[src/rtl/core/oahs_pkg.sv]
// ----------------------------------------------------------------------------
// oahs_pkg
// shared types, codes and defaults of the open-addressing hash set unit
// ----------------------------------------------------------------------------
package oahs_pkg;

    // parameter defaults
    localparam int MAX_CAPACITY_DEF   = 1024;
    localparam int START_CAPACITY_DEF = 8;
    localparam int KEY_BYTES_DEF      = 8;

    // fixed field widths
    localparam int LEN_W      = 4;
    localparam int OP_W       = 2;
    localparam int STATUS_W   = 2;
    localparam int CFG_IDX_W  = 1;
    localparam int CFG_DATA_W = 32;

    // configuration reset values
    localparam logic [CFG_DATA_W-1:0] HASH_MULT_RESET  = 32'd71;
    localparam logic [1:0]            LOAD_LIMIT_RESET = 2'd3;

    // configuration register indexes
    localparam logic [CFG_IDX_W-1:0] CFG_HASH_MULT  = 1'd0;
    localparam logic [CFG_IDX_W-1:0] CFG_LOAD_LIMIT = 1'd1;

    // operation codes
    localparam logic [OP_W-1:0] OP_ADD    = 2'd0;
    localparam logic [OP_W-1:0] OP_DELETE = 2'd1;
    localparam logic [OP_W-1:0] OP_QUERY  = 2'd2;
    localparam logic [OP_W-1:0] OP_UNUSED = 2'd3;

    // status codes
    localparam logic [STATUS_W-1:0] STATUS_OK   = 2'd0;
    localparam logic [STATUS_W-1:0] STATUS_FAIL = 2'd1;
    localparam logic [STATUS_W-1:0] STATUS_FULL = 2'd2;

    // slot tags
    typedef enum logic [1:0] {
        TAG_EMPTY = 2'd0,
        TAG_TOMB  = 2'd1,
        TAG_LIVE  = 2'd2
    } tag_t;

    // control sequencer states
    typedef enum logic [3:0] {
        ST_INIT_CLR,
        ST_IDLE,
        ST_HASH,
        ST_GROW_CLR,
        ST_GROW_RD,
        ST_GROW_CHK,
        ST_GROW_HASH,
        ST_GROW_PRD,
        ST_GROW_PCHK,
        ST_GROW_FIN,
        ST_PROBE_SETUP,
        ST_PROBE_RD,
        ST_PROBE_CHK,
        ST_DONE
    } state_t;

endpackage

[src/rtl/core/oahs_hash.sv]
// ----------------------------------------------------------------------------
// oahs_hash
// byte-serial horner key hash, low address bits only
// ----------------------------------------------------------------------------
module oahs_hash #(
    parameter int ADDR_W    = 10,
    parameter int KEY_BYTES = oahs_pkg::KEY_BYTES_DEF
) (
    input  logic                       aclk,
    input  logic                       aresetn,
    input  logic                       start,
    input  logic [8*KEY_BYTES-1:0]     key_in,
    input  logic [oahs_pkg::LEN_W-1:0] len_in,
    input  logic [ADDR_W-1:0]          mult,
    output logic                       done,
    output logic [ADDR_W-1:0]          hash
);

    localparam int KEY_W = 8 * KEY_BYTES;

    logic [ADDR_W-1:0]          h_reg, h_next;
    logic [oahs_pkg::LEN_W-1:0] cnt_reg, cnt_next;
    logic                       busy_reg, busy_next;
    logic                       done_reg, done_next;
    logic [KEY_W-1:0]           key_reg, key_next;

    logic [oahs_pkg::LEN_W-1:0] cnt_m1;
    logic [oahs_pkg::LEN_W+2:0] shamt;
    logic [KEY_W-1:0]           shifted;
    logic [7:0]                 cur_byte;
    logic [ADDR_W+7:0]          byte_ext;
    logic [2*ADDR_W-1:0]        prod;

    // low bits of h*m+b depend only on low bits of h and m
    assign cnt_m1   = cnt_reg - oahs_pkg::LEN_W'(1);
    assign shamt    = {cnt_m1, 3'b000};
    assign shifted  = key_reg >> shamt;
    assign cur_byte = shifted[7:0];
    assign byte_ext = {{ADDR_W{cur_byte[7]}}, cur_byte};
    assign prod     = {{ADDR_W{1'b0}}, h_reg} * {{ADDR_W{1'b0}}, mult};

    always_comb begin
        h_next    = h_reg;
        cnt_next  = cnt_reg;
        busy_next = busy_reg;
        done_next = 1'b0;
        key_next  = key_reg;
        if (start) begin
            h_next    = '0;
            cnt_next  = len_in;
            key_next  = key_in;
            busy_next = 1'b1;
        end else if (busy_reg) begin
            if (cnt_reg == '0) begin
                busy_next = 1'b0;
                done_next = 1'b1;
            end else begin
                h_next   = prod[ADDR_W-1:0] + byte_ext[ADDR_W-1:0];
                cnt_next = cnt_m1;
            end
        end
    end

    always_ff @(posedge aclk) begin
        if (!aresetn) begin
            busy_reg <= 1'b0;
            done_reg <= 1'b0;
            cnt_reg  <= '0;
        end else begin
            busy_reg <= busy_next;
            done_reg <= done_next;
            cnt_reg  <= cnt_next;
        end
        h_reg   <= h_next;
        key_reg <= key_next;
    end

    assign done = done_reg;
    assign hash = h_reg;

endmodule

[config.mk]
export PLATFORM = sky130hd
export DESIGN_NAME = oahs_hash
export DESIGN_NICKNAME = d
export VERILOG_FILES = /design/src/rtl/core/oahs_pkg.sv /design/src/rtl/core/oahs_hash.sv
export SDC_FILE = /design/constraint.sdc
export NUM_CORES = 1
export LEC_CHECK = 0
export BUFFER_PORTS_ARGS = -buffer_cell sky130_fd_sc_hd__buf_2
export CORE_MARGIN = 10
export CORE_UTILIZATION = 60
export CTS_CLUSTER_SIZE = 24
export DETAILED_ROUTE_END_ITERATION = 16
export PLACE_DENSITY = 0.86
export SYNTH_ARGS = -nofsm -noshare
export SYNTH_HDL_FRONTEND = slang
export SYNTH_SLANG_ARGS = --single-unit
[constraint.sdc]
create_clock -name aclk -period 12.6 [get_ports aclk]
set_clock_uncertainty 0.15 [all_clocks]
set_input_delay 1.26 -clock aclk [delete_from_list [all_inputs] [get_ports aclk]]
set_output_delay 1.26 -clock aclk [all_outputs]
set_load 0.005 [all_outputs]
==> results.md <==
* Syn. warnings at 0
* Max reg flops at 64
* Crit path from: cnt_reg[0]$_SDFFE_PN0P_
* Min-delay src: cnt_reg[1]$_SDFFE_PN0P_
* Sw Ratio at 0.291
* Kind of critical path: reg2reg
* Gr ovfl total at 0
* Post-Synthesis Cell Area at 0.00475 mm²
* Die Wd at 109 µm
* Outcome: finished clean
* Crit path cell chain: inv_1, ha_1, mux4_2, nand2_1, a21oi_1, fa_1, fa_1, inv_1, fa_1, inv_1, ha_1, o21ai_0, a21oi_1, nor2_1, a21oi_1, xnor2_1, a22o_1
* Initial antenna violation count at 0
* Clock share of power at 0.318
* HPWL Detailed at 7970 µm
* Leading cell types in the layout, fill and taps excluded: 91 x buf_2, 64 x edfxtp_1, 56 x nand2_1
* Commonest non-fill, non-tap cell in the layout: buf_2
* Synthesized area per cell at 12.9 µm²
* Final hold vios at 0
* Post-CTS sizing at 0
* Worst Hold Class: reg2reg
* Internal power at 0.533 mW
* Final Critical Period at 5.88 ns
* Synth async-reset ratio at 0
* Placement-stage cell area at 0.00529 mm²
* Drt initial violations at 154
* Comb pwr share at 0.252
* Post-synth EDFFs at 64
* Arrival time worst endpoint at 5.99 ns
* Sw power at 0.219 mW
* Layout cells sized above 1 at 0.264
* Vias per std cell at 5.47
* Headroom to the max-slew limit at 0.265
* MaxCap Viol Count at 0
* # nets final at 601
* Fmax at 0.170 GHz
* Final Setup Violations at 0
* Design Area, Final at 0.00555 mm²
* RSZ-0062 raised after global routing: false
* CTS clk-pin slew, worst paths at 0.08 ns
* Worst endpoint required time at 12.71 ns
* Register share of total power at 0.430
* CP peak stage delay at 1.02 ns
* Mapped Nets at 509
* Core area at 0.00773 mm²
* # Post-CTS Setup Buffers at 0
* Residual DRC at 0
* Cell count after synthesis at 369
* Tot GR Track Use at 0.186
* Crit. End Element: flip-flop
* Vias in the first global route at 3,558
* Hold WS at 0.372 ns
* Cell row count at 32
* WL/cell at 18.0 µm
* CP Buf/Inv Count at 3
* Slew Limit Fails at 0
* # diodes at 0
* CTS Buf Count at 9
* Leak at 2.43 nW
* Largest net degree at the start of global routing at 72
* Root buffer cell: clkbuf_8
* Post-route setup TNS at 0 ns
* Ys flop type: edfxtp_1
* Clk sink count at 80
* H-tree depth at 3
* PD cells at 136 mW/mm²
* First-pass DRT Iterations at 5
* CTS tree: built
* Reg2reg start: cnt_reg[0]$_SDFFE_PN0P_
* Routability Congestion at 0.864
* FF+latch count, synth at 80
* Yosys cell types at 31
* Worst-Skew Late Latency at 0.37 ns
* Hold_buf cts at 0
* Slack of the critical path at 6.72 ns
* Delay-heaviest family, CP: adder cells
* Die area at 0.0119 mm²
* Part of the cycle the worst path needs at 0.467
* Count of port buffers added during placement at 91
* Vias at 3,107
* IO Pins at 92
* Crit-path slowest cell: dfxtp_1
* Cells after DPL at 552
* Peak VDD IR at 0.0933 mV
* Register area share after synthesis at 0.472
* Cell Count, Final, Fillers Out at 568
* Area growth from synthesis to layout at 16.9%
* Worst-margin pin slew at 1.10 ns
* Initial core utilization at 0.615
* CP startpoint kind: flip-flop
* DP Worst Slack at 6.78 ns
* First-pass GRT wire length at 17,000 µm
* Critical-path maximum fanout at 18
* Final WL at 10,200 µm
* Max Buffers Root-to-Sink at 2
* Final ANT Viol Nets at 0
* Die Y at 109 µm
## routing by layer
metal / vias to the layer above / GRT usage / routed length (µm)
met5: - / 0 / 0
met4: 0 / 0.0650 / 220
met3: 19 / 0.0743 / 898
met2: 136 / 0.314 / 5210
met1: 1511 / 0.210 / 3900
li1: 1441 / - / -
## cells in the mapped netlist, types with 2 or more instances
| library cell | instances | share of area |
|---|---|---|
| a21o_1 | 3 | 0.0047 |
| a21oi_1 | 14 | 0.015 |
| a22o_1 | 10 | 0.018 |
| and2_1 | 20 | 0.026 |
| clkbuf_1 | 9 | 0.0071 |
| dfxtp_1 | 16 | 0.067 |
| edfxtp_1 | 64 | 0.40 |
| fa_1 | 30 | 0.13 |
| ha_1 | 29 | 0.076 |
| inv_1 | 52 | 0.041 |
| mux4_1 | 6 | 0.033 |
| mux4_2 | 10 | 0.047 |
| nand2_1 | 56 | 0.044 |
| nor2_1 | 4 | 0.0032 |
| nor2b_1 | 3 | 0.0040 |
| o21ai_0 | 4 | 0.0042 |
| xnor2_1 | 18 | 0.033 |
| xor2_1 | 7 | 0.013 |
| xor2_2 | 2 | 0.0068 |
## tightest hold or removal path: cells and delay by family (launching register included)
family / cells / cell delay (ns)
AO/OA/AOI/OAI: 1 / 0.08
flip-flops: 1 / 0.33
buffers and inverters: 1 / 0.07
## final timing paths
path	endpoint	slack [ns]	cells past startpoint
worst max register to register	hash[9]$_SDFFE_PP0P_	6.72	17
worst max-delay path	hash[9]$_SDFFE_PP0P_	6.72	17
worst min register to register	cnt_reg[1]$_SDFFE_PN0P_	0.37	2
worst min-delay path	cnt_reg[1]$_SDFFE_PN0P_	0.37	2
## through the flow
stage          power (mW)  utilization
2_1_floorplan       0.457            -
3_3_place_gp        0.505        0.685
3_5_place_dp        0.517        0.685
4_1_cts             0.756        0.718
5_1_grt             0.795        0.718
6_report            0.752        0.718
## area by class of cell
type,count,area [µm²]
clock buffer,9,124
clock inverter,7,135
fill,503,2180
inverter,52,195
multi-input combinational,226,2260
sequential,80,2240
tap,102,128
timing repair buffer,92,463
## cell families (layout without fill, tap and decap cells)
group / Yosys count / count (layout) / synth area share
buf+inv: 63 / 160 / 0.0514
simple gates: 88 / 88 / 0.0859
fa+ha+maj: 59 / 59 / 0.203
compound gates: 35 / 35 / 0.0495
flops: 80 / 80 / 0.472
mux: 16 / 16 / 0.0806
xor+xnor: 28 / 28 / 0.0577
## power groups by stage
stage	Combinational, mW	Clock [mW]	Sequential (mW)
floorplan	0.136	0	0.321
global placement	0.177	0	0.328
detailed placement	0.187	0	0.330
CTS	0.191	0.241	0.324
global route	0.214	0.255	0.326
finish	0.189	0.239	0.324
Power figures use the tool's default switching activity.
